## config.mk

```make
export PLATFORM = sky130hd
export DESIGN_NAME = dcgs_queue
export DESIGN_NICKNAME = d
export VERILOG_FILES = /design/src/design/dcgs_pkg.sv /design/src/design/dcgs_queue.sv
export SDC_FILE = /design/constraint.sdc
export NUM_CORES = 1
export LEC_CHECK = 0
export BUFFER_PORTS_ARGS = -buffer_cell sky130_fd_sc_hd__buf_2
export CORE_MARGIN = 2
export CORE_UTILIZATION = 48
export DETAILED_ROUTE_END_ITERATION = 8
export PLACE_DENSITY = 0.74
export REMOVE_ABC_BUFFERS = 1
export SETUP_SLACK_MARGIN = 0.4
export SLEW_MARGIN = 5
export SYNTH_ARGS = -nofsm -noshare
export SYNTH_HDL_FRONTEND = slang
export SYNTH_SLANG_ARGS = --single-unit
```

## constraint.sdc

```tcl
create_clock -name clk -period 1.5 [get_ports clk]
set_input_delay 0.225 -clock clk [delete_from_list [all_inputs] [get_ports clk]]
set_output_delay 0.225 -clock clk [all_outputs]
set_load 0.01 [all_outputs]
```

## src/design/dcgs_pkg.sv

```systemverilog
// ----------------------------------------------------------------------------
// dcgs_pkg
// Shared types, codes and constants of the decimal counter glyph sequencer.
// ----------------------------------------------------------------------------
package dcgs_pkg;

	// default sizes handed down from the top level
	localparam int MAX_DIGITS_DEF = 8;
	localparam int VALUE_BITS_DEF = 32;

	// fixed field widths
	localparam int FIELD_W    = 32;
	localparam int SLOT_W     = 5;
	localparam int GLYPH_W    = 4;
	localparam int COLOR_W    = 2;
	localparam int NDIG_W     = 4;
	localparam int THR_W      = 7;
	localparam int CFG_IDX_W  = 3;
	localparam int CFG_DATA_W = 7;

	// glyph codes
	localparam logic [GLYPH_W-1:0] GLYPH_ZERO  = 4'd0;
	localparam logic [GLYPH_W-1:0] GLYPH_BLANK = 4'd10;
	localparam logic [GLYPH_W-1:0] GLYPH_SEP   = 4'd11;

	// colour codes
	localparam logic [COLOR_W-1:0] COL_NORMAL = 2'd0;
	localparam logic [COLOR_W-1:0] COL_BELOW  = 2'd1;
	localparam logic [COLOR_W-1:0] COL_ZERO   = 2'd2;

	// percentage scale of the threshold compare
	localparam logic [THR_W-1:0] PERCENT = 7'd100;

	// divide by ten: q = (v * RECIP10) >> RECIP_SHIFT, exact for v below 2^32
	localparam logic [31:0] RECIP10     = 32'hCCCC_CCCD;
	localparam int          RECIP_SHIFT = 35;

	// depth of the queue between front and back
	localparam int QUEUE_DEPTH = 2;

	// register indexes
	typedef enum logic [CFG_IDX_W-1:0] {
		REG_NUM_DIGITS  = 3'd0,
		REG_SHOW_MAX    = 3'd1,
		REG_COLOR_MODE  = 3'd2,
		REG_SHOW_ZEROES = 3'd3,
		REG_THRESHOLD   = 3'd4
	} cfg_reg_t;

	// register reset values
	localparam logic [NDIG_W-1:0] NUM_DIGITS_RST  = 4'd4;
	localparam logic              SHOW_MAX_RST    = 1'b1;
	localparam logic              COLOR_MODE_RST  = 1'b1;
	localparam logic              SHOW_ZEROES_RST = 1'b0;
	localparam logic [THR_W-1:0]  THRESHOLD_RST   = 7'd25;

	typedef struct packed {
		logic [NDIG_W-1:0] num_digits;
		logic              show_max;
		logic              color_mode;
		logic              show_zeroes;
		logic [THR_W-1:0]  threshold_percent;
	} cfg_t;

	typedef struct packed {
		logic signed [FIELD_W-1:0] current_value;
		logic signed [FIELD_W-1:0] max_value;
	} in_beat_t;

	typedef struct packed {
		logic [SLOT_W-1:0]  slot;
		logic [GLYPH_W-1:0] glyph;
		logic [COLOR_W-1:0] color_sel;
		logic               last;
	} out_beat_t;

endpackage

```

## src/design/dcgs_queue.sv

```systemverilog
// ----------------------------------------------------------------------------
// dcgs_queue
// Short first-in first-out buffer of glyph records between front and back.
// ----------------------------------------------------------------------------
module dcgs_queue import dcgs_pkg::*; #(
	parameter int WIDTH = 8,
	parameter int DEPTH = QUEUE_DEPTH
) (
	input  logic             clk,
	input  logic             arst_n,
	input  logic             push,
	input  logic [WIDTH-1:0] wdata,
	output logic             full,
	output logic             valid,
	output logic [WIDTH-1:0] rdata,
	input  logic             pop
);

	localparam int PTR_W = (DEPTH > 1) ? $clog2(DEPTH) : 1;
	localparam int CNT_W = $clog2(DEPTH + 1);
	localparam logic [PTR_W-1:0] PTR_LAST = PTR_W'(DEPTH - 1);

	logic [WIDTH-1:0] entries_q [DEPTH];
	logic [PTR_W-1:0] wr_ptr_q;
	logic [PTR_W-1:0] rd_ptr_q;
	logic [CNT_W-1:0] count_q;
	logic             do_push;
	logic             do_pop;

	assign full    = (count_q == CNT_W'(DEPTH));
	assign valid   = (count_q != '0);
	assign rdata   = entries_q[rd_ptr_q];
	assign do_push = push && !full;
	assign do_pop  = pop && valid;

	// pointers and fill level
	always_ff @(posedge clk or negedge arst_n) begin
		if (!arst_n) begin
			wr_ptr_q <= '0;
			rd_ptr_q <= '0;
			count_q  <= '0;
		end else begin
			if (do_push)
				wr_ptr_q <= (wr_ptr_q == PTR_LAST) ? '0 : wr_ptr_q + PTR_W'(1);
			if (do_pop)
				rd_ptr_q <= (rd_ptr_q == PTR_LAST) ? '0 : rd_ptr_q + PTR_W'(1);
			if (do_push && !do_pop)
				count_q <= count_q + CNT_W'(1);
			else if (do_pop && !do_push)
				count_q <= count_q - CNT_W'(1);
		end
	end

	// storage
	always_ff @(posedge clk) begin
		if (do_push)
			entries_q[wr_ptr_q] <= wdata;
	end

endmodule

```

* Word-level counts from Yosys, hierarchy flattened
Memory sizes are Yosys's and may differ from the RTL's.
Index checks and enable logic that the tools add are counted.
** Storage, ports and cells
- RAM bits :: 16
- Bits in registers :: 4
- Memories kept :: 1
- Output and inout port bits :: 10
- Word-level logic and storage cells :: 24
** Operators by class
- Equal/unequal tests :: 1
- Reductions and logical operators :: 9
- $add $sub $neg :: 4
- Multiplexer cells :: 6
** Memories
- entries_q :: words 2, bits a word 8, rd ports 1, clocked after Yosys merged registers in 0, wr ports 1, RTL line dcgs_queue.sv:23 : logic [WIDTH-1:0] entries_q [DEPTH];
** Operators with widths (count)
- logical AND 1 bit :: 4
- two-way mux 1 bit :: 4
- two-way mux 2 bit :: 2
- nonzero test 2 bit :: 2
- zero test 1 bit :: 3
- adder 1 bit (second input constant) :: 2
- adder 2 x 1 -> 2 bit (second input constant) :: 1
- equality test 2 bit (second input constant) :: 1
- subtractor 2 x 1 -> 2 bit (second input constant) :: 1

* Logic depth before layout (Yosys ltp)
Gate-level depths: netlist of run 1.
- Word-level depth :: 7
- Mapped depth :: 7
- Mapped depth without buffers :: 7

* Least setup slack after synthesis of run 1
Ideal clock, no wire load.
- Path kind :: register -> register
- Start point :: register count_q[0]
- End point :: memory entries_q[0][0] (enable)
- Buffers on the path :: 0
- Data arrival time :: 0.986 ns
- Cell stages (with the launch flop) :: 4
- Setup slack :: 0.144 ns
- Setup time :: 0.370 ns
- Path through :: dfrtp_1 -> nand2b_1 -> nand2_2 -> nor2_1
** On the way
- Word-level cells in the longest chain between the ends :: 5
** Ends and longest elaborated chain
- start: declaration :: RTL line dcgs_queue.sv:26 : logic [CNT_W-1:0] count_q;
- start signal: assignment :: RTL line dcgs_queue.sv:48 : count_q <= count_q + CNT_W'(1);
- start signal: assignment :: RTL line dcgs_queue.sv:50 : count_q <= count_q - CNT_W'(1);
- equality test 2 bit :: RTL line dcgs_queue.sv:30 : assign full = (count_q == CNT_W'(DEPTH));
- zero test 1 bit :: RTL line dcgs_queue.sv:33 : assign do_push = push && !full;
- logical AND 1 bit :: RTL line dcgs_queue.sv:33
- two-way mux 1 bit :: RTL line dcgs_queue.sv:56 : if (do_push)
- two-way mux 1 bit (not written as such) :: RTL line dcgs_queue.sv:57 : entries_q[wr_ptr_q] <= wdata;
- end: declaration :: RTL line dcgs_queue.sv:23
No other way between the ends.

* Final worst setup path of run 1
- Start point :: register rd_ptr_q
- End point :: output rdata[5]
** On the way
- Word-level cells in the longest chain between the ends :: 1
** Ends and longest elaborated chain
- start: declaration :: RTL line dcgs_queue.sv:25 : logic [PTR_W-1:0] rd_ptr_q;
- start signal: assignment :: RTL line dcgs_queue.sv:46 : rd_ptr_q <= (rd_ptr_q == PTR_LAST) ? '0 : rd_ptr_q + PTR_W'(1);
- memory read (2 x 8 bit)
- end: declaration :: RTL line dcgs_queue.sv:15 : output logic [WIDTH-1:0] rdata,
No other way between the ends.

==> metrics.md, run 1 <==
| Metric | Value |
|---|---|
| Critical path's slowest cell | `dfrtp_2` |
| Clk buf depth | `2` |
| Startpoint Class | `flop` |
| Total GRT Usage | `16.6%` |
| Num rows | `14` |
| Via density | `between 4 and 5` |
| RD Place Congestion | `between 0.6 and 0.7` |
| Max H-tree Level | `1` |
| Final Hold Vio Count | `0` |
| Final wirelength | `1460 um` |
| Max Cap Violations | `0` |
| Largest net degree at the start of global routing | `12` |
| Crit path buffers/inverters | `2` |
| Non-filler cells, final | `94` |
| Final worst slack | `-16.4 ps` |
| Ys flop type | `edfxtp_1` |
| Crit path max fanout | `5` |
| TritonCTS Buffers | `3` |
| Wire per inst | `15.5 um` |
| Gr ovfl total | `0` |
| Worst-path cell chain | `buf_6 > mux2_4 > buf_6` |
| IO buf count | `21` |
| Arrival @ worst endpoint | `1290 ps` |
| Slew headroom | `88.3%` |
| Worst hold path class | `in2reg` |
| Yosys warns | `0` |
| Mean Syn Cell Area | `approximately 18 um^2` |
| Cell variety after synth | `14` |
| Skew-Pair Late Insertion Delay | `300 ps` |
| Final nets | `92` |
| Synth async-reset ratio | `20.0%` |
| Synthesized cell area | `786 um^2` |
| Worst r2r path cells | `6` |
| Root buf cell | `clkbuf_4` |
| Initial Util | `roughly half` |
| Diodes inserted | `0` |
| Post-synth EDFFs | `16` |
| First-pass GRT wire length | `2240 um` |
| DR iter-0 viols | `8` |
| CTS tree | `done` |
| RSZ-0062 raised after global routing | `true` |
| Crit path top cell by count | `buf_6` |
| Leakage | `0.000511 uW` |
| Area leader, netlist | `edfxtp_1` |
| Synth area leaders | `edfxtp_1, dfrtp_1, mux2_1` |
| Clock transition at path regs | `around 120 ps` |
| Vias in the first global route | `between 400 and 500` |
| Die width | `44.5 um` |
| Failing checks | `setup timing` |
| Critical Path End Type | `output pin` |
| WS Path Type | `reg2out` |
| Post-route ant nets | `0` |
| WHS Path Cells | `1` |
| DRC violations left | `0` |
| Fin crit period | `around 1500 ps` |
| Synth top area share | `approximately 60%` |
| Pre-antenna DRT Iters | `2` |
| Layout fillers | `87` |
| Period utilization | `101%` |
| Initial antenna violation count | `0` |
| Full die area | `0.00198 mm^2` |
| Final core area utilization | `77.5%` |
| Most frequent cells after synthesis | `edfxtp_1, mux2_1, dfrtp_1` |
| Clk sink count | `20` |
| Stages on worst setup path | `3` |
| CP delay by family, top | `flip-flops` |
| Worst Max-Slew Pin Slew | `176 ps` |
| Max Clock Freq | `659 MHz` |
| Max VDD drop | `1.33 mV` |
| Critical Path RT | `1270 ps` |
| # IOs | `22` |
| TNS Setup | `-85.5 ps` |
| Status | `complete, but fails checks` |
| Share of cells above drive strength 1 | `69.2%` |
| Synth Register Bits | `20` |
| Placed Instances | `81` |
| DR vias | `464` |
| Layout overhead on the synthesized area | `50.3%` |
| Final setup viols | `8` |
| Sequential share of the synthesized area | `73.9%` |
| Final Skew | `between 6 and 7 ps` |
| Count leader, synth | `edfxtp_1` |
| Final Max Slew Viols | `0` |
| Pre-CTS setup slack | `between 50 and 60 ps` |
| PD cells | `2040 mW/mm^2` |
| Core ar. | `between 0.0015 and 0.002 mm^2` |
| Cells after Synth | `44` |
| Max incr delay on CP | `around 430 ps` |
| Die Y-Extent | `44.5 um` |
==> path summary, 6_finish.rpt <==
kind                       startpoint               to  slack, ps
hold / removal               wdata[2]  entries_q[0][2]        110
min in group asynchronous      arst_n       count_q[0]        280
max in group asynchronous      arst_n         rd_ptr_q       1090
hold reg to reg              wr_ptr_q         wr_ptr_q        560
setup / recovery             rd_ptr_q         rdata[5]        -20
setup reg to reg           count_q[1]       count_q[1]        120
==> per-stage QoR <==
step	hold WS, ps	total power [uW]	cell area (um^2)
2_1_floorplan	-70.6	1270	781
3_3_place_gp	35.6	1470	913
3_5_place_dp	35.9	1500	913
4_1_cts	101	2320	1140
5_1_grt	93.4	2530	1180
6_report	112	2410	1180
==> state kept, by name (all words and copies together), names as in the netlist <==
| register | count |
|---|---|
| wr_ptr_q | 1 |
| entries_q | 16 |
| rd_ptr_q | 1 |
| count_q | 2 |
==> cell families (layout without fill, tap and decap cells) <==
| family | after synthesis | in the layout | synth area share (%) |
|---|---|---|---|
| flops | 20 | 20 | 73.9 |
| mux | 8 | 8 | 11.5 |
| simple gates | 7 | 7 | 5.89 |
| xor+xnor | 5 | 5 | 5.57 |
| buf+inv | 3 | 37 | 1.59 |
| fa+ha+maj | 1 | 1 | 1.59 |
==> cells in the final DEF (no fill, tap or decap), types with 2 or more instances in the layout <==
cell	instances
xor2_1	2
buf_6	15
nand2_4	2
edfxtp_1	16
buf_4	4
dfrtp_2	2
xnor2_1	2
buf_2	11
dfrtp_1	2
mux2_4	8
clkbuf_4	3
==> worst reg2reg max path: stages, from the launching register on <==
cell and delay [ps]:
dfrtp_1 440, or2_4 280, nand2_4 80, ha_4 130, xor2_1 140, nor2_1 70, xor2_1 140
==> timing repair <==
action                     in CTS  in global routing
cloned                          0                  0
setup endpoints to repair      28                 28
setup buffers                   6                  2
hold endpoints to repair        4                  0
pin swaps                       7                  3
hold buffers                    1                  0
resized for setup              33                  6
==> final cells by class <==
| cell class | count | area [um^2] | area share (%) |
|---|---|---|---|
| Inverter | 2 | 10.0 | 0.847 |
| Timing Repair Buffer | 31 | 264 | 22.4 |
| Multi-Input combinational cell | 21 | 268 | 22.7 |
| Clock buffer | 4 | 36.3 | 3.07 |
| Sequential cell | 20 | 583 | 49.4 |
| Tap cell | 16 | 20.0 | 1.69 |
==> routing by layer <==
layer	track usage [%]	wire length [um]	share of wire [%]	up-vias
li1	-	-	-	227
met2	29.3	783	54	12
met3	4.08	38	2.6	2
met4	7.88	22	1.5	0
met5	0	0	0	-
met1	18.7	611	42	223
==> power by group <==
part           switching [uW]  internal (uW)
clock network             164            148
logic                     482            753
registers                83.1            781
total                     729           1680
Note: power is estimated with default switching activity, not from simulation.
==> run 2: changes to the inputs <==
--- a/config.mk
+++ b/config.mk
@@ -9,7 +9,8 @@
 export CORE_MARGIN = 2
 export CORE_UTILIZATION = 48
 export DETAILED_ROUTE_END_ITERATION = 8
-export PLACE_DENSITY = 0.74
+export HOLD_SLACK_MARGIN = 0.12
+export PLACE_DENSITY = 0.71
 export REMOVE_ABC_BUFFERS = 1
 export SETUP_SLACK_MARGIN = 0.4
 export SLEW_MARGIN = 5
==> run 2 against run 1 <==
- the flow still finishes with violations (setup timing)
- combinational power rose by 7%
- fmax rose by 0.66%
- sequential share of layout area fell by 3.7 points
- power rose by 2.0%
- utilization rose by 6.5 points
- via count rose by 9.7%
- count of clock-buffer cells in the layout did not move
- first-iteration DRC count fell by 50%
- register-to-register slack got worse by 70 ps
- sequential cell count did not move
- sequential power rose by 3.4%
- critical endpoint is now rdata[4]
- highest routed layer is now met3
==> metrics.md, run 2 (same netlist as run 1, synthesis figures left out) <==
| Metric | Value |
|---|---|
| Final wirelength | `~1600 um` |
| Startpoint Class | `flop` |
| Skew-Pair Late Insertion Delay | `approximately 290 ps` |
| Final worst slack | `-6.41 ps` |
| Max H-tree Level | `1` |
| Period utilization | `100%` |
| Vias in the first global route | `around 560` |
| IO buf count | `21` |
| Max VDD drop | `1.23 mV` |
| Largest net degree at the start of global routing | `12` |
| WS Path Type | `reg2out` |
| Layout fillers | `87` |
| Leakage | `0.000556 uW` |
| Grt peak-use layer | `met2` |
| TritonCTS Buffers | `3` |
| Top reg by flops | `entries_q` |
| Min-Delay Endpoint | `entries_q[0][6]` |
| Reg2Reg Capture Point | `count_q[1]` |
| Critical Path End Type | `output pin` |
| Critical path's slowest cell | `dfrtp_2` |
| Worst r2r src | `count_q[1]` |
| Worst hold path class | `in2reg` |
| Initial antenna violation count | `0` |
| Non-filler cells, final | `around 100` |
| Core ar. | `between 0.0015 and 0.002 mm^2` |
| Hold Startpoint | `wdata[6]` |
| Global-route track usage on met1 | `between 20% and 30%` |
| WHS Path Cells | `1` |
| Max Clock Freq | `about 660 MHz` |
| Slew headroom | `86.4%` |
| Crit path top cell by count | `buf_6` |
| Fin crit period | `1510 ps` |
| Largest regs | `entries_q (16), count_q (2)` |
| Failing checks | `setup timing` |
| Clk sink count | `20` |
| Die Y-Extent | `between 40 and 50 um` |
| Stages on worst setup path | `3` |
| Final nets | `approximately 100` |
| Full die area | `0.00198 mm^2` |
| Worst r2r path cells | `5` |
| Max incr delay on CP | `around 430 ps` |
| Pre-antenna DRT Iters | `2` |
| Crit path max fanout | `5` |
| Most common cell after layout, fill and taps aside | `buf_6` |
| RD Place Congestion | `0.624` |
| Root buf cell | `clkbuf_4` |
| Clock transition at path regs | `100 ps` |
| Share of cells above drive strength 1 | `65.9%` |
| Post-route ant nets | `0` |
| GR Util met3 | `2.45%` |
| Layout overhead on the synthesized area | `62.9%` |
| Final Hold Vio Count | `0` |
| Final Max Slew Viols | `0` |
| Crit. Startpoint | `rd_ptr_q` |
| DR iter-0 viols | `4` |
| CP delay by family, top | `flip-flops` |
| CTS tree | `done` |
| Final Skew | `2.25 ps` |
| DR vias | `about 500` |
| Num rows | `14` |
| Max Cap Violations | `0` |
| DP Wirelength | `835 um` |
| Crit path buffers/inverters | `2` |
| PD cells | `1920 mW/mm^2` |
| Status | `complete, but fails checks` |
| DRC violations left | `0` |
| Wire per inst | `15.4 um` |
| Diodes inserted | `0` |
| Gr ovfl total | `0` |
| Initial Util | `51.6%` |
| TNS Setup | `-6.48 ps` |
| Placed Instances | `82` |
| Final setup viols | `2` |
| Max FFs per register | `16` |
| Critical Path RT | `1270 ps` |
| Reg2Reg Setup Slack | `50 ps` |
| # IOs | `22` |
| Die width | `44.5 um` |
| Worst-path cell chain | `buf_6 > mux2_4 > buf_6` |
| Arrival @ worst endpoint | `1280 ps` |
| Via density | `4.89` |
| Grt met2 use | `33.0%` |
| First-pass GRT wire length | `2450 um` |
| Clk buf depth | `2` |
| Total GRT Usage | `about 18%` |
| Most frequent cells in the layout | `buf_6, edfxtp_1, buf_2` |
| Worst hold slack | `133 ps` |
| Worst Max-Slew Pin Slew | `204 ps` |
| RSZ-0062 raised after global routing | `true` |
==> run 2: changes by cell type in the layout (fill, tap and decap cells not counted) <==
cell,before,now
clkbuf_8,1,0
dfrtp_1,2,1
dlygate4sd3_1,1,8
buf_4,4,5
xnor2_2,1,2
dfrtp_2,2,3
clkbuf_1,0,1
xnor2_1,2,1
buf_6,15,17
==> run 2: worst max-delay path by stage <==
stage | endpoint | slack, ps
after floorplan | entries_q[0][0] | 140
after global placement | count_q[1] | 110
after detailed placement | count_q[1] | 40
after CTS | rdata[4] | -7
after global routing | rdata[4] | -40
final | rdata[4] | -6
==> run 2: where the power goes <==
group          internal, uW  switching (uW)  leakage [uW]
combinational           819             496      0.000348
sequential              785             108      0.000192
clock                   103             148     0.0000150
==> run 2: cell type report <==
class / count / area (um^2) / area share [%]
inverter: 2 / 10.0 / 0.782
multi-input combinational: 21 / 275 / 21.5
sequential: 20 / 584 / 45.6
timing repair buffer: 41 / 364 / 28.4
tap: 16 / 20.0 / 1.56
clock buffer: 4 / 26.3 / 2.05
==> run 2: layer usage <==
layer  part of all wire [%]  up-vias
met5                      0        -
met3                    3.1        0
met2                     55       12
met4                      0        0
li1                       -      248
met1                     41      249
==> run 2: repair_timing <==
action | 4_1_cts | 5_1_grt
setup buffers | 6 | 4
pin swaps | 8 | 4
endpoints found under the hold margin | 18 | 0
hold buffers | 8 | 0
endpoints found under the setup margin | 28 | 30
resized for setup | 38 | 5
cloned | 0 | 0
==> run 2: through the flow <==
stage	area, um^2	power [uW]	utilization (%)	setup slack (ps)
3_3_place_gp	921	1490	60.4	110
5_1_grt	1280	2580	84.0	-41.1
6_report	1280	2460	84.0	-6.41
3_5_place_dp	921	1500	60.4	42.7
2_1_floorplan	781	1270	-	144
4_1_cts	1230	2320	80.8	-7.03
==> run 3: changes to the inputs <==
--- a/config.mk
+++ b/config.mk
@@ -5,12 +5,13 @@
 export SDC_FILE = /design/constraint.sdc
 export NUM_CORES = 1
 export LEC_CHECK = 0
+export ABC_AREA = 1
 export BUFFER_PORTS_ARGS = -buffer_cell sky130_fd_sc_hd__buf_2
 export CORE_MARGIN = 2
-export CORE_UTILIZATION = 48
+export CORE_UTILIZATION = 49
 export DETAILED_ROUTE_END_ITERATION = 8
 export HOLD_SLACK_MARGIN = 0.12
-export PLACE_DENSITY = 0.71
+export PLACE_DENSITY = 0.75
 export REMOVE_ABC_BUFFERS = 1
 export SETUP_SLACK_MARGIN = 0.4
 export SLEW_MARGIN = 5
==> run 3 against run 2 <==
- the flow now finishes without violations
- clock skew grew 4.4 ps
- area after synthesis grew 6.1%
- sequential cell count unchanged
- cell count increased by 26%
- synthesized cell count up 66%
- cell area decreased by 1.5%
- combinational power decreased by 9.8%
- critical path depth is 1 higher
==> metrics.md, run 3 <==
| Metric | Value |
|---|---|
| RSZ-0062 raised after global routing | `true` |
| Pre-CTS setup slack | `approximately 150 ps` |
| Synth top area share | `roughly 58%` |
| Final Skew | `6.64 ps` |
| Pre-antenna DRT Iters | `4` |
| Mean Syn Cell Area | `between 10 and 15 um^2` |
| Leakage | `0.000572 uW` |
| Most frequent cells after synthesis | `nand2_1, edfxtp_1, inv_1` |
| Vias in the first global route | `around 620` |
| Ys flop type | `edfxtp_1` |
| Max Clock Freq | `743 MHz` |
| Post-synth EDFFs | `16` |
| Final worst slack | `about 150 ps` |
| Non-filler cells, final | `131` |
| TritonCTS Buffers | `3` |
| DRC violations left | `0` |
| Layout overhead on the synthesized area | `51.4%` |
| Crit path max fanout | `5` |
| DR vias | `620` |
| Clk sink count | `20` |
| Die width | `45.2 um` |
| Final nets | `about 130` |
| Period utilization | `between 80% and 90%` |
| Max FFs per register | `16` |
| Status | `finished, final reports clean` |
| Synthesized cell area | `833 um^2` |
| Final setup viols | `0` |
| Critical Path End Type | `output pin` |
| Final wirelength | `1620 um` |
| Final Hold Vio Count | `0` |
| Max H-tree Level | `1` |
| Diodes inserted | `0` |
| Arrival @ worst endpoint | `1120 ps` |
| Synth area leaders | `edfxtp_1, nand2_1, dfrtp_1` |
| Full die area | `0.00205 mm^2` |
| TNS Setup | `0 ps` |
| First-pass GRT wire length | `2400 um` |
| Cells after Synth | `73` |
| Placed Instances | `110` |
| Skew-Pair Late Insertion Delay | `300 ps` |
| Share of cells above drive strength 1 | `52.2%` |
| CTS tree | `done` |
| RD Place Congestion | `about 0.74` |
| Final Max Slew Viols | `0` |
| Wire per inst | `12.4 um` |
| Fin crit period | `roughly 1300 ps` |
| Largest regs | `entries_q (16), count_q (2)` |
| Initial Util | `53.5%` |
| Top reg by flops | `entries_q` |
| WS Path Type | `reg2out` |
| Startpoint Class | `flop` |
| Via density | `4.73` |
| # IOs | `22` |
| Count leader, synth | `nand2_1` |
| Area leader, netlist | `edfxtp_1` |
| Post-route ant nets | `0` |
| Clk buf depth | `2` |
| Clock transition at path regs | `110 ps` |
| Critical Path RT | `1270 ps` |
| Worst Max-Slew Pin Slew | `175 ps` |
| DR iter-0 viols | `17` |
| Total GRT Usage | `between 15 and 20%` |
| Most common cell after layout, fill and taps aside | `nand2_1` |
| Core ar. | `about 0.0016 mm^2` |
| Die Y-Extent | `45.2 um` |
| Root buf cell | `clkbuf_4` |
| Total power | `2500 uW` |
| Layout fillers | `90` |
| IO buf count | `21` |
| Slew headroom | `88.3%` |
| Num rows | `14` |
| Initial antenna violation count | `0` |
| Synth Register Bits | `20` |
| Largest net degree at the start of global routing | `13` |
| Cell variety after synth | `15` |
| Synth async-reset ratio | `between 20% and 30%` |
| Gr ovfl total | `0` |
| Worst hold path class | `in2reg` |
| Worst hold slack | `178 ps` |
| Yosys warns | `0` |
| Most frequent cells in the layout | `nand2_1, buf_2, edfxtp_1` |
| PD cells | `1980 mW/mm^2` |
| Max VDD drop | `~1.4 mV` |
| Max Cap Violations | `0` |
| Sequential share of the synthesized area | `a little over two thirds` |
[run 3: where the power goes]
group,internal [uW],switching [uW],total [uW],leakage [uW]
clock,270,166,436,0.0000279
combinational,573,617,1190,0.000350
sequential,777,92.4,870,0.000195
[run 3: worst paths after layout]
kind | slack [ps] | to | cells after the start | from
setup / recovery | 150 | rdata[7] | 4 | rd_ptr_q
hold / removal | 180 | rd_ptr_q | 3 | pop
setup reg to reg | 200 | count_q[1] | 8 | count_q[1]
hold reg to reg | 490 | wr_ptr_q | 2 | wr_ptr_q
max in group asynchronous | 1120 | rd_ptr_q | 2 | arst_n
min in group asynchronous | 240 | count_q[0] | 2 | arst_n
[run 3: cells by family (layout without fill, tap and decap cells)]
group / Yosys count / count (layout) / synth area share [%]
adder cells (fa/ha/maj): 1 / 1 / 1.50
AO/OA/AOI/OAI: 1 / 1 / 0.600
XOR/XNOR: 1 / 1 / 1.05
AND/OR/NAND/NOR: 41 / 41 / 21.2
flip-flops: 20 / 20 / 69.7
buffers and inverters: 9 / 51 / 6.01
[run 3: critical path: stages (launching register included)]
cell and delay, ps:
dfrtp_2 460, buf_6 140, nand2_2 50, nand2_1 40
buf_2 130
[run 3: layout make-up]
cell class	instances	area, um^2	share of cell area [%]
Sequential cell	20	583	46.2
Multi-Input combinational cell	44	272	21.5
Timing Repair Buffer	39	298	23.6
Clock inverter	1	30.0	2.38
Inverter	8	36.3	2.88
Tap cell	16	20.0	1.59
Clock buffer	3	22.5	1.79
[run 3: timing repair]
item                                   4_1_cts  5_1_grt
setup endpoints to repair                   28       28
gates cloned                                 0        0
gates resized for setup                     22       10
endpoints found under the hold margin       20        0
pin swaps                                   11        8
hold buffers                                 9        0
buffers inserted                             6        2
[run 3: routing by layer]
metal | routed length, um | track usage [%] | vias to the layer above | part of all wire (%)
met2 | 833 | 33.7 | 24 | 51
met3 | 83 | 3.20 | 4 | 5.1
met1 | 676 | 16.5 | 269 | 42
li1 | - | - | 323 | -
met5 | 0 | 0 | - | 0
met4 | 29 | 12.4 | 0 | 1.8
[run 3: stage by stage]
| stage | utilization, % | instance area [um^2] |
|---|---|---|
| 6_report | 80.9 | 1260 |
| 2_1_floorplan | - | 813 |
| 3_5_place_dp | 60.7 | 946 |
| 4_1_cts | 77.4 | 1210 |
| 3_3_place_gp | 60.7 | 946 |
| 5_1_grt | 80.9 | 1260 |
