==> config.mk <==
export PLATFORM = sky130hd
export DESIGN_NAME = dcgs_back
export DESIGN_NICKNAME = d
export VERILOG_FILES = /design/src/design/dcgs_pkg.sv /design/src/design/dcgs_back.sv
export SDC_FILE = /design/constraint.sdc
export NUM_CORES = 1
export LEC_CHECK = 0
export BUFFER_PORTS_ARGS = -buffer_cell sky130_fd_sc_hd__buf_2
export CORE_MARGIN = 2
export CORE_UTILIZATION = 45
export DETAILED_ROUTE_END_ITERATION = 8
export PLACE_DENSITY = 0.86
export SYNTH_ARGS = -nofsm -noshare
export SYNTH_HDL_FRONTEND = slang
export SYNTH_SLANG_ARGS = --single-unit
==> constraint.sdc <==
create_clock -name clk -period 4.91 [get_ports clk]
set_input_delay 1.2275 -clock clk [delete_from_list [all_inputs] [get_ports clk]]
set_output_delay 1.2275 -clock clk [all_outputs]
set_load 0.01 [all_outputs]
==> src/design/dcgs_pkg.sv <==
// ----------------------------------------------------------------------------
// dcgs_pkg
// Shared types, codes and constants of the decimal counter glyph sequencer.
// ----------------------------------------------------------------------------
package dcgs_pkg;

	// default sizes handed down from the top level
	localparam int MAX_DIGITS_DEF = 8;
	localparam int VALUE_BITS_DEF = 32;

	// fixed field widths
	localparam int FIELD_W    = 32;
	localparam int SLOT_W     = 5;
	localparam int GLYPH_W    = 4;
	localparam int COLOR_W    = 2;
	localparam int NDIG_W     = 4;
	localparam int THR_W      = 7;
	localparam int CFG_IDX_W  = 3;
	localparam int CFG_DATA_W = 7;

	// glyph codes
	localparam logic [GLYPH_W-1:0] GLYPH_ZERO  = 4'd0;
	localparam logic [GLYPH_W-1:0] GLYPH_BLANK = 4'd10;
	localparam logic [GLYPH_W-1:0] GLYPH_SEP   = 4'd11;

	// colour codes
	localparam logic [COLOR_W-1:0] COL_NORMAL = 2'd0;
	localparam logic [COLOR_W-1:0] COL_BELOW  = 2'd1;
	localparam logic [COLOR_W-1:0] COL_ZERO   = 2'd2;

	// percentage scale of the threshold compare
	localparam logic [THR_W-1:0] PERCENT = 7'd100;

	// divide by ten: q = (v * RECIP10) >> RECIP_SHIFT, exact for v below 2^32
	localparam logic [31:0] RECIP10     = 32'hCCCC_CCCD;
	localparam int          RECIP_SHIFT = 35;

	// depth of the queue between front and back
	localparam int QUEUE_DEPTH = 2;

	// register indexes
	typedef enum logic [CFG_IDX_W-1:0] {
		REG_NUM_DIGITS  = 3'd0,
		REG_SHOW_MAX    = 3'd1,
		REG_COLOR_MODE  = 3'd2,
		REG_SHOW_ZEROES = 3'd3,
		REG_THRESHOLD   = 3'd4
	} cfg_reg_t;

	// register reset values
	localparam logic [NDIG_W-1:0] NUM_DIGITS_RST  = 4'd4;
	localparam logic              SHOW_MAX_RST    = 1'b1;
	localparam logic              COLOR_MODE_RST  = 1'b1;
	localparam logic              SHOW_ZEROES_RST = 1'b0;
	localparam logic [THR_W-1:0]  THRESHOLD_RST   = 7'd25;

	typedef struct packed {
		logic [NDIG_W-1:0] num_digits;
		logic              show_max;
		logic              color_mode;
		logic              show_zeroes;
		logic [THR_W-1:0]  threshold_percent;
	} cfg_t;

	typedef struct packed {
		logic signed [FIELD_W-1:0] current_value;
		logic signed [FIELD_W-1:0] max_value;
	} in_beat_t;

	typedef struct packed {
		logic [SLOT_W-1:0]  slot;
		logic [GLYPH_W-1:0] glyph;
		logic [COLOR_W-1:0] color_sel;
		logic               last;
	} out_beat_t;

endpackage

==> src/design/dcgs_back.sv <==
// ----------------------------------------------------------------------------
// dcgs_back
// Walks the display slots of the record at the queue head, one beat a cycle
// while out_stall is low, into a registered output stage.
// ----------------------------------------------------------------------------
module dcgs_back import dcgs_pkg::*; #(
	parameter int MAX_DIGITS = MAX_DIGITS_DEF,
	localparam int ENTRY_W = 2 * MAX_DIGITS * GLYPH_W + COLOR_W
) (
	input  logic               clk,
	input  logic               arst_n,
	input  cfg_t               cfg,
	input  logic               head_valid,
	input  logic [ENTRY_W-1:0] head,
	output logic               pop,
	output logic               out_valid,
	input  logic               out_stall,
	output out_beat_t          out_beat
);

	localparam int IDX_W = (MAX_DIGITS > 1) ? $clog2(MAX_DIGITS) : 1;
	localparam int GV_W  = MAX_DIGITS * GLYPH_W;

	logic [MAX_DIGITS-1:0][GLYPH_W-1:0] gcur;
	logic [MAX_DIGITS-1:0][GLYPH_W-1:0] gmax;
	logic [COLOR_W-1:0] color;

	logic [NDIG_W-1:0] nd;
	logic [SLOT_W-1:0] nd5;
	logic [SLOT_W-1:0] total;
	logic [SLOT_W-1:0] k_q;
	logic [SLOT_W-1:0] idx5;
	logic [IDX_W-1:0]  idx;
	logic              in_cur;
	logic              is_sep;
	logic              is_last;
	logic              empty_item;
	logic              adv;
	logic              emit;
	logic              out_valid_q;
	out_beat_t         out_beat_q;
	out_beat_t         beat;

	assign gcur  = head[GV_W-1:0];
	assign gmax  = head[2*GV_W-1:GV_W];
	assign color = head[ENTRY_W-1 -: COLOR_W];

	// slot count of one refresh
	assign nd    = (cfg.num_digits > NDIG_W'(MAX_DIGITS)) ? NDIG_W'(MAX_DIGITS)
		: cfg.num_digits;
	assign nd5   = SLOT_W'(nd);
	assign total = cfg.show_max ? (nd5 + nd5 + SLOT_W'(1)) : nd5;

	// position inside the refresh
	assign in_cur     = (k_q < nd5);
	assign is_sep     = (k_q == nd5);
	assign is_last    = (k_q == total - SLOT_W'(1));
	assign empty_item = (total == '0);
	assign idx5       = in_cur ? (nd5 - SLOT_W'(1) - k_q) : (nd5 + nd5 - k_q);
	assign idx        = idx5[IDX_W-1:0];

	// handshake towards the output register
	assign adv  = !out_valid_q || !out_stall;
	assign emit = adv && head_valid && !empty_item;
	assign pop  = head_valid && (empty_item || (adv && is_last));

	// beat for the current slot
	always_comb begin
		beat.slot = k_q;
		beat.last = is_last;
		if (in_cur) begin
			beat.glyph     = gcur[idx];
			beat.color_sel = color;
		end else if (is_sep) begin
			beat.glyph     = GLYPH_SEP;
			beat.color_sel = COL_NORMAL;
		end else begin
			beat.glyph     = gmax[idx];
			beat.color_sel = COL_NORMAL;
		end
	end

	// slot counter and output valid
	always_ff @(posedge clk or negedge arst_n) begin
		if (!arst_n) begin
			out_valid_q <= 1'b0;
			k_q         <= '0;
		end else if (adv) begin
			out_valid_q <= emit;
			if (emit)
				k_q <= is_last ? '0 : k_q + SLOT_W'(1);
		end
	end

	// output payload
	always_ff @(posedge clk) begin
		if (emit)
			out_beat_q <= beat;
	end

	assign out_valid = out_valid_q;
	assign out_beat  = out_beat_q;

endmodule

After elaboration in Yosys (flattened, before gate mapping)
Cells that the tools add are included.
Word-level totals
  register bits after elaboration: 18
  input port bits: 84
  output and inout bits: 14
  word-level logic and storage cells: 39
Cells by class
  $add $sub $neg: 7
  order comparisons: 3
  eq/ne operators: 2
  multiplexer cells: 10
  reduce and logical (&&, ||, !) cells: 11
Operators with widths (number)
  $bmux 4 s3: 2
  $mux 4: 3
  $mux 6: 2
  $add 5x1->5 const B: 2
  $mux 5: 2
  $sub 3x3->3: 2
  $add 4x4->5: 1
  $eq 5x4->1: 1
  $eq 5x5->1: 1
  $logic_not 5->1: 1
  $lt 5x4->1: 1
  $sub 5x1->5 const B: 1
  $gt 4x4->1 const B: 1
  $logic_and 1x1->1: 4
  $lt 3x4->1 const B: 1
  $logic_not 1->1: 3
  $mux 3: 1
  $sub 3x1->3 const B: 1
  $logic_or 1x1->1: 2
  $reduce_and 2->1: 1

Longest topological paths before layout
Gate-level depths: netlist (run 1).
  depth in word-level cells: 10
  gate-level depth with buffers: 11
  mapped depth without buffers: 11

Worst setup path after synthesis (run 1)
OpenSTA, ideal clock, no wires.
  path kind: input to output
  start: in cfg[10] (netlist bit)
  end: out pop
  arrival time: 3178 ps
  required time: 3683 ps
  path slack: 504 ps
  stages: 9
  buffers on the path: 0
  cell sequence: nor2b_1 -> nor2_1 -> ha_1 -> xor2_1 -> xnor2_1 -> nand3_1 -> nor3_1 -> nand2_1 -> a21boi_0
RTL lines
  start, declared: line dcgs_back.sv:12  | input cfg_t cfg,
  end, declared: line dcgs_back.sv:15  | output logic pop,

==> impl_metrics.env, run 1 <==
export IMPL_status="finished clean"
export IMPL_arrival_ns=3.13
export IMPL_setup_viol=0
export IMPL_switchingPower_mw=0.357
export IMPL_start_kind="input pin"
export IMPL_start_util=0.469
export IMPL_utilization=0.614
export IMPL_combinationalPowerShare=0.606
export IMPL_cts_htree_levels=1
export IMPL_ant_nets=0
export IMPL_yosysWarnings=0
export IMPL_drc=0
export IMPL_netlist_instances=174
export IMPL_grt_util_all_layers=0.198
export IMPL_grt_use_met1=0.264
export IMPL_die_height_um=65.8
export IMPL_p_int_mw=0.547
export IMPL_netlist_area_mm2=0.00172
export IMPL_postCtsSetupRepairBufs=0
export IMPL_dpl_instance_area_mm2=0.00221
export IMPL_grt_antenna_before_repair=0
export IMPL_first_pass_iters=4
export IMPL_synthDistinctLibCells=47
export IMPL_skew_ns=0.00261
export IMPL_final_common_cell="buf_2"
export IMPL_leakagePower_nw=1.04
export IMPL_routed_wl_um=4210
export IMPL_hold_buffers=0
export IMPL_path_max_fanout=8
export IMPL_finalSetupTns_ns=0
export IMPL_cts_sinks=18
export IMPL_final_area_mm2=0.00225
export IMPL_p_seq_frac=0.285
export IMPL_synthesis_nets=266
export IMPL_clk_pin_slew_ns=0.06
export IMPL_dieArea_mm2=0.00433
export IMPL_grt_pass1_vias=1576
export IMPL_rows=22
export IMPL_coreArea_mm2=0.00366
export IMPL_ys_ff_latch=18
export IMPL_clk_latency_ns=0.25
export IMPL_gp_congestion=0.759
export IMPL_fmax_ghz=0.230
export IMPL_area_growth_pct=31.0
export IMPL_hold_viol_final=0
export IMPL_syn_area_per_cell_um2=9.87
export IMPL_busiest_layer="met2"
export IMPL_ctsResizeCount=0
export IMPL_async_flop_share=0.333
export IMPL_overflow=0
export IMPL_period_needed_ns=4.36
export IMPL_rsz0062_at_grt="false"
export IMPL_nets=355
export IMPL_cts_buffers=3
export IMPL_die_w_um=65.8
export IMPL_drtIter0Drc=121
export IMPL_cts_tree="done"
export IMPL_startpoint="cfg[13]"
export IMPL_min_delay_start="out_valid$_DFFE_PN0N_"
export IMPL_grt_pass1_wl_um=6670
export IMPL_yosysSeqAreaShare=0.297
export IMPL_clkPwrFrac=0.109
export IMPL_root_buffer="clkbuf_8"
export IMPL_grt_use_met3=0.00342
export IMPL_wl_per_cell_um=13.6
export IMPL_final_cell_mix="buf_2 (88), mux2i_1 (19), nand2_1 (14)"
export IMPL_post_dp_hpwl_um=3490
export IMPL_ir_drop_uv=233
export IMPL_grt_max_degree=27
export IMPL_swShare=0.395
export IMPL_worstSetupPathType="in -> out"
export IMPL_maxSlewViolCount=0
export IMPL_reg2reg_from="k_q[1]$_DFFE_PN0P_"
export IMPL_min_path_type="reg -> reg"
export IMPL_synth_edff_count=12
export IMPL_p_per_area_mw_per_mm2=402
export IMPL_place_port_buffers=88
export IMPL_ys_flop_type="edfxtp_1"
export IMPL_drive_gt1_frac=0.441
export IMPL_worst_pin_slew_ns=0.515
export IMPL_vias_per_cell=5.44
export IMPL_period_share=0.887
export IMPL_fin_cells=309
export IMPL_place_inst=306
export IMPL_grt_use_met2=0.337
export IMPL_clk_path_buf_depth=2
export IMPL_dp_slack_ns=0.554
export IMPL_num_vias=1682
export IMPL_cp_required_ns=3.68
export IMPL_antenna_cells=0
export IMPL_fin_ws_ns=0.554
export IMPL_io_pins=98
export IMPL_endpoint_kind="output port"
export IMPL_max_cap_viol_count=0
export IMPL_slew_headroom=0.657
export IMPL_finalPower_mw=0.904
export IMPL_holdWs_ns=0.516
-- registers in the layout, summed over array words and instances, names as in the netlist --
name and flops:
out_valid 1, out_beat 12, k_q 5
-- critical path, cell delays in order --
cell and delay [ns]:
buf_2 0.14, nor2b_1 0.16, buf_4 0.17, a21oi_1 0.07
ha_1 0.22, xor2_1 0.18, xnor2_1 0.17, nand3_1 0.09
nor3_1 0.18, buf_4 0.17, nand2_1 0.05, a21boi_0 0.14
buf_2 0.15
-- cells by family after synthesis --
logic type,synth area share
xor+xnor,0.0620
buf+inv,0.0299
simple gates,0.192
flops,0.297
mux,0.231
compound gates,0.125
fa+ha+maj,0.0627
-- cell usage after synthesis, types with 2 or more instances --
| master | instances | area share |
|---|---|---|
| mux4_2 | 3 | 0.039 |
| buf_2 | 2 | 0.0058 |
| dfrtp_1 | 6 | 0.087 |
| xnor2_1 | 4 | 0.020 |
| mux2i_1 | 19 | 0.11 |
| and2_1 | 3 | 0.011 |
| nor3_1 | 4 | 0.012 |
| nand2_1 | 14 | 0.031 |
| mux2_2 | 11 | 0.072 |
| a22o_1 | 3 | 0.015 |
| nor4_1 | 4 | 0.015 |
| or4_1 | 3 | 0.013 |
| nand2b_1 | 2 | 0.0073 |
| clkbuf_1 | 3 | 0.0066 |
| nor2_1 | 9 | 0.020 |
| o22ai_1 | 8 | 0.029 |
| nor2b_1 | 4 | 0.015 |
| inv_1 | 5 | 0.011 |
| nand3_1 | 6 | 0.017 |
| edfxtp_1 | 12 | 0.21 |
| xor2_1 | 5 | 0.026 |
| o21ai_0 | 8 | 0.023 |
| a21oi_1 | 6 | 0.017 |
| ha_1 | 7 | 0.051 |
-- final timing paths --
kind	to	slack, ns	cells past startpoint
max in group asynchronous	k_q[3]$_DFFE_PN0P_	3.99	1
max reg2reg	out_beat[5]$_DFFE_PP_	1.77	9
min	out_valid$_DFFE_PN0N_	0.52	2
min in group asynchronous	k_q[1]$_DFFE_PN0P_	0.78	1
max	pop	0.55	13
min reg2reg	out_valid$_DFFE_PN0N_	0.52	2
-- cell type report --
cell class | count | area, um^2
clock buffer | 3 | 41.3
inverter | 5 | 18.8
timing repair buffer | 91 | 463
sequential | 18 | 510
multi-input combinational | 144 | 1150
tap | 48 | 60.1
fill | 328 | 1410
-- power by group through the flow --
stage / combinational, mW / clock [mW] / sequential, mW
after floorplan: 0.419 / 0 / 0.252
after global placement: 0.533 / 0 / 0.258
after detailed placement: 0.543 / 0 / 0.260
after CTS: 0.545 / 0.0994 / 0.257
after global routing: 0.605 / 0.106 / 0.264
final: 0.548 / 0.0988 / 0.257
-- layer usage --
layer	up-vias	wire, um
li1	834	-
met2	53	2180
met4	0	64
met1	790	1780
met3	5	185
met5	-	0
(Power assumes the default switching activity.)
==> run 2, diff against run 1 <==
BUFFER_PORTS_ARGS = default   (was -buffer_cell sky130_fd_sc_hd__buf_2)
CORE_UTILIZATION = 60   (was 45)
CTS_BUF_LIST = sky130_fd_sc_hd__clkbuf_16   (was default)
DONT_BUFFER_PORTS = 1   (was default)
PLACE_DENSITY = 0.8   (was 0.86)
==> run 2 against run 1 <==
Against the previous run: setup slack improved by 0.22 ns; total power rose by 0.81%; clock-buffer cell count stayed put; clock skew is 0.00067 ns lower; clock power grew 60%; utilization is 5.0 points higher; sequential cell count unchanged; first-iteration DRC count down 67%; worst hold slack gained 0.080 ns.
==> impl_metrics.env, run 2 (synthesized netlist as in run 1, its figures left out) <==
export IMPL_drc=0
export IMPL_nets=266
export IMPL_clk_path_buf_depth=2
export IMPL_ir_drop_uv=335
export IMPL_grt_pass1_wl_um=5830
export IMPL_path_depth=10
export IMPL_die_height_um=57.5
export IMPL_grt_pass1_vias=1307
export IMPL_finalSetupTns_ns=0
export IMPL_start_util=0.628
export IMPL_drive_gt1_frac=0.150
export IMPL_wl_per_cell_um=17.6
export IMPL_cp_required_ns=3.68
export IMPL_antenna_cells=0
export IMPL_critPathTopFamily="simple AND/OR/NAND/NOR gates"
export IMPL_place_port_buffers=0
export IMPL_post_dp_hpwl_um=2950
export IMPL_final_cell_mix="mux2i_1 (19), nand2_1 (14), edfxtp_1 (12)"
export IMPL_setup_viol=0
export IMPL_period_share=0.842
export IMPL_min_path_type="reg -> reg"
export IMPL_p_per_area_mw_per_mm2=502
export IMPL_routed_wl_um=3600
export IMPL_final_area_mm2=0.00182
export IMPL_max_stage_delay_ns=0.33
export IMPL_clk_pin_slew_ns=0.05
export IMPL_maxSlewViolCount=0
export IMPL_rsz0062_at_grt="false"
export IMPL_max_cap_viol_count=0
export IMPL_first_pass_iters=4
export IMPL_dpl_instance_area_mm2=0.00174
export IMPL_place_inst=200
export IMPL_final_common_cell="mux2i_1"
export IMPL_fin_cells=204
export IMPL_largest_reg_flops=12
export IMPL_period_needed_ns=4.14
export IMPL_cts_sinks=18
export IMPL_cts_buffers=3
export IMPL_ant_nets=0
export IMPL_crit_buf_inv=1
export IMPL_coreArea_mm2=0.00273
export IMPL_io_pins=98
export IMPL_cts_tree="done"
export IMPL_fmax_ghz=0.242
export IMPL_die_w_um=57.5
export IMPL_ff2ff_path_depth=8
export IMPL_num_vias=1366
export IMPL_worst_pin_slew_ns=0.928
export IMPL_root_buffer="clkbuf_16"
export IMPL_drtIter0Drc=40
export IMPL_overflow=0
export IMPL_cts_htree_levels=1
export IMPL_arrival_ns=2.91
export IMPL_worstSetupPathType="in -> out"
export IMPL_gp_congestion=0.806
export IMPL_worst_path_max_delay_cell="a21boi_0"
export IMPL_holdPathStages=2
export IMPL_ctsResizeCount=0
export IMPL_path_max_fanout=5
export IMPL_area_growth_pct=5.83
export IMPL_grt_util_all_layers=0.222
export IMPL_slew_headroom=0.382
export IMPL_path_cells="nor2b_1 -> buf_4 -> nor2_1 -> ha_1 -> xor2_1 -> xnor2_1 -> nand3_1 -> nor3_1 -> nand2_1 -> a21boi_0"
export IMPL_postCtsSetupRepairBufs=0
export IMPL_grt_antenna_before_repair=0
export IMPL_rows=19
export IMPL_dieArea_mm2=0.00331
export IMPL_skew_ns=0.00194
export IMPL_status="finished clean"
export IMPL_hold_buffers=0
export IMPL_leakagePower_nw=0.705
export IMPL_grt_max_degree=28
export IMPL_endpoint_kind="output port"
export IMPL_hold_viol_final=0
export IMPL_start_kind="input pin"
export IMPL_clk_latency_ns=0.25
export IMPL_vias_per_cell=6.70
## run 2: area by class of cell
class | instances | area, um^2
inverters | 5 | 18.8
well taps | 31 | 38.8
clock buffers | 3 | 75.1
clock inverters | 1 | 3.75
flip-flops and latches | 18 | 510
fillers | 222 | 917
repair buffers | 2 | 15.0
multi-input cells | 144 | 1150
## run 2: worst paths after layout
path                                       start                    end  slack (ns)
setup reg to reg              k_q[1]$_DFFE_PN0P_  out_beat[5]$_DFFE_PP_        1.41
hold / removal             out_valid$_DFFE_PN0N_  out_valid$_DFFE_PN0N_        0.60
setup / recovery                         cfg[10]                    pop        0.77
hold reg to reg            out_valid$_DFFE_PN0N_  out_valid$_DFFE_PN0N_        0.60
min in group asynchronous                 arst_n     k_q[2]$_DFFE_PN0P_        0.67
max in group asynchronous                 arst_n     k_q[3]$_DFFE_PN0P_        4.17
## run 2: through the flow
stage           util  setup slack [ns]  hold WS (ns)  total power [mW]
6_report       0.665             0.775         0.596             0.912
5_1_grt        0.665             0.587         0.635             0.977
4_1_cts        0.665             0.744         0.598             0.908
3_5_place_dp   0.636             0.648         0.585             0.751
3_3_place_gp   0.636             0.732         0.571             0.729
2_1_floorplan      -             0.504         0.451             0.671
## run 2: where the power goes
group          internal [mW]  switching [mW]  leakage [nW]
combinational          0.241           0.236         0.491
clock                  0.108          0.0505        0.0385
sequential             0.217          0.0586         0.176
total                  0.566           0.345         0.705
## run 2: routing by layer
| layer | track usage | vias to the layer above | wire length [um] |
|---|---|---|---|
| met5 | 0 | - | 0 |
| met4 | 0.0664 | 0 | 38 |
| met3 | 0.0227 | 4 | 173 |
| met2 | 0.393 | 52 | 1930 |
| met1 | 0.285 | 657 | 1460 |
| li1 | - | 653 | - |
## run 2: worst register-to-register path, delay by kind of cell (launching register included)
family / cells / cell delay [ns]
xor gates and xnor gates: 1 / 0.72
buffers and inverters: 1 / 0.17
DFF: 1 / 0.54
muxes: 1 / 0.36
and+or+nand+nor: 3 / 0.91
AOI/OAI and AO/OA: 1 / 0.22
adders and majority gates: 1 / 0.31
==> run 3, diff against run 2 <==
ABC_AREA = 1   (was default)
CORE_UTILIZATION = 58   (was 60)
clock period = 3.3 ns   (was 4.91 ns; I/O delays follow)
==> run 3 against run 2 <==
Against the previous run: clock power is 51% higher; clock-buffer cell count stayed put; register-to-register slack worse by 0.74 ns; combinational power grew to 4.4 times the previous value; via count is 50% higher; utilization is 0.18 points higher; critical path depth is 5 higher.
==> impl_metrics.env, run 3 <==
export IMPL_area_growth_pct=9.27
export IMPL_dpl_instance_area_mm2=0.00213
export IMPL_die_height_um=63.5
export IMPL_coreArea_mm2=0.00336
export IMPL_drive_gt1_frac=0.103
export IMPL_synth_common_cells="nand2_1 (110), nand3_1 (86), inv_1 (64), edfxtp_1 (12), nor2_1 (8)"
export IMPL_routed_wl_um=4440
export IMPL_synthesis_nets=428
export IMPL_root_buffer="clkbuf_16"
export IMPL_grt_max_degree=26
export IMPL_clk_pin_slew_ns=0.05
export IMPL_slew_headroom=0.616
export IMPL_async_flop_share=0.333
export IMPL_cts_buffers=3
export IMPL_finalSetupTns_ns=0
export IMPL_rows=21
export IMPL_path_cells="nor2_4 -> nand2_1 -> nand2_2 -> nand2_2 -> inv_2 -> o21ai_2 -> ha_1 -> xor2_1 -> nand3_1 -> nor2_1 -> nand2_1 -> nor2_2 -> nand3_1 -> a21oi_2 -> buf_4"
export IMPL_period_share=0.971
export IMPL_grt_pass1_wl_um=7770
export IMPL_worst_pin_slew_ns=0.575
export IMPL_rsz0062_at_grt="true"
export IMPL_vias_per_cell=5.30
export IMPL_dp_slack_ns=0.0642
export IMPL_clk_latency_ns=0.25
export IMPL_grt_util_all_layers=0.234
export IMPL_dieArea_mm2=0.00403
export IMPL_place_port_buffers=0
export IMPL_cts_sinks=18
export IMPL_overflow=0
export IMPL_synth_most_common_cell="nand2_1"
export IMPL_leakagePower_nw=1.25
export IMPL_p_per_area_mw_per_mm2=1260
export IMPL_fillers=345
export IMPL_period_needed_ns=3.20
export IMPL_critPathTopFamily="simple AND/OR/NAND/NOR gates"
export IMPL_synthDistinctLibCells=26
export IMPL_max_stage_delay_ns=0.30
export IMPL_yosysSeqAreaShare=0.249
export IMPL_drtIter0Drc=131
export IMPL_endpoint_kind="output port"
export IMPL_start_kind="input pin"
export IMPL_cp_required_ns=2.47
export IMPL_start_util=0.610
export IMPL_die_w_um=63.5
export IMPL_netlist_instances=336
export IMPL_clk_path_buf_depth=2
export IMPL_hold_viol_final=0
export IMPL_drc=0
export IMPL_num_vias=2051
export IMPL_max_cap_viol_count=0
export IMPL_netlist_area_mm2=0.00205
export IMPL_crit_buf_inv=2
export IMPL_largest_reg_flops=12
export IMPL_holdWs_ns=0.267
export IMPL_worstSetupPathType="in -> out"
export IMPL_skew_ns=0.00473
export IMPL_io_pins=98
export IMPL_wl_per_cell_um=11.5
export IMPL_syn_area_per_cell_um2=6.10
export IMPL_cts_tree="done"
export IMPL_setup_viol=0
export IMPL_ir_drop_uv=1020
export IMPL_status="finished clean"
export IMPL_maxSlewViolCount=0
export IMPL_path_max_fanout=5
export IMPL_final_common_cell="nand2_1"
export IMPL_arrival_ns=2.38
export IMPL_grt_antenna_before_repair=0
export IMPL_antenna_cells=0
export IMPL_ys_flop_type="edfxtp_1"
export IMPL_post_dp_hpwl_um=3490
export IMPL_worst_path_max_delay_cell="ha_1"
export IMPL_first_pass_iters=5
export IMPL_synth_area_leaders="nand3_1 (21%), nand2_1 (20%), edfxtp_1 (18%)"
export IMPL_ys_ff_latch=18
export IMPL_final_area_mm2=0.00224
export IMPL_synth_edff_count=12
export IMPL_min_path_type="in -> async"
export IMPL_fmax_ghz=0.312
export IMPL_final_cell_mix="nand2_1 (108), nand3_1 (86), inv_1 (63)"
export IMPL_grt_pass1_vias=1827
export IMPL_nets=434
export IMPL_synth_top_area_frac=0.210
export IMPL_cts_htree_levels=1
export IMPL_ant_nets=0
export IMPL_fin_ws_ns=0.0950
export IMPL_gp_congestion=0.804
export IMPL_synth_top_area_cell="nand3_1"
export IMPL_yosysWarnings=0
## run 3: changes by cell type after synthesis, moves of 6 or more
cell / previous run / this run
nand2_1: 14 / 110
nand3_1: 6 / 86
inv_1: 5 / 64
mux2i_1: 19 / 0
mux2_2: 11 / 0
o22ai_1: 8 / 0
o21ai_0: 8 / 2
## run 3: routing by layer
metal,track usage,part of all wire
met5,0,0
met4,0.0652,0.012
met3,0.0161,0.041
met2,0.396,0.48
met1,0.321,0.46
## run 3: worst paths after layout
check                                   start                    end  slack, ns  cells past startpoint
max in group asynchronous              arst_n     k_q[3]$_DFFE_PN0P_       2.96                      0
min reg2reg                k_q[0]$_DFFE_PN0P_     k_q[0]$_DFFE_PN0P_       0.58                      3
min in group clk           k_q[0]$_DFFE_PN0P_     k_q[0]$_DFFE_PN0P_       0.58                      3
max reg2reg                k_q[1]$_DFFE_PN0P_  out_beat[4]$_DFFE_PP_       0.67                     16
max                                   cfg[12]                    pop        0.1                     15
min                                    arst_n     k_q[0]$_DFFE_PN0P_       0.27                      0
## run 3: area by class of cell
| type | instances | area [um^2] | share of cell area |
|---|---|---|---|
| clock inverter | 1 | 3.75 | 0.00168 |
| timing repair buffer | 10 | 87.6 | 0.0391 |
| tap | 46 | 57.6 | 0.0257 |
| sequential | 18 | 510 | 0.228 |
| clock buffer | 3 | 75.1 | 0.0335 |
| inverter | 67 | 251 | 0.112 |
| multi-input combinational | 242 | 1250 | 0.560 |
## run 3: worst register-to-register path, cell delays in order, from the launching register on
cell     delay (ns)
dfrtp_1        0.48
inv_1          0.15
ha_1           0.30
nand2_1        0.04
inv_1          0.06
nand3_2        0.13
nand2_2        0.31
nand2_2        0.17
nand2_1        0.14
buf_12         0.16
nand2_1        0.06
nand3_1        0.07
nand3_1        0.09
nand2_1        0.09
nand2_1        0.05
nand2_1        0.05
inv_1          0.04
## run 3: logic make-up (layout without fill, tap and decap cells)
| kind of cell | count (synthesis) | after routing | share of synthesized area |
|---|---|---|---|
| buffers and inverters | 76 | 81 | 0.153 |
| and+or+nand+nor | 218 | 218 | 0.477 |
| DFF | 18 | 18 | 0.249 |
| xor gates and xnor gates | 7 | 7 | 0.0299 |
| adders and majority gates | 8 | 8 | 0.0525 |
| AOI/OAI and AO/OA | 9 | 9 | 0.0397 |
## run 3: power by group
| part | leakage [nW] | internal (mW) | switching, mW |
|---|---|---|---|
| Sequential | 0.191 | 0.375 | 0.0931 |
| Combinational | 1.02 | 0.769 | 1.36 |
| Clock | 0.0385 | 0.161 | 0.0784 |
| Total | 1.25 | 1.30 | 1.53 |
## run 3: metrics by stage
step                power, mW   util  instances
floorplan                2.22      -        336
global placement         2.54  0.632        382
detailed placement       2.56  0.632        382
CTS                      2.82  0.656        386
global route             3.19  0.666        387
finish                   2.83  0.666        387
## run 3: repair_timing
| item | 4_1_cts | 5_1_grt |
|---|---|---|
| hold endpoints to repair | 0 | 0 |
| resized for setup | 0 | 10 |
| hold buffers | 0 | 0 |
| setup buffers | 0 | 1 |
| setup endpoints to repair | 0 | 1 |
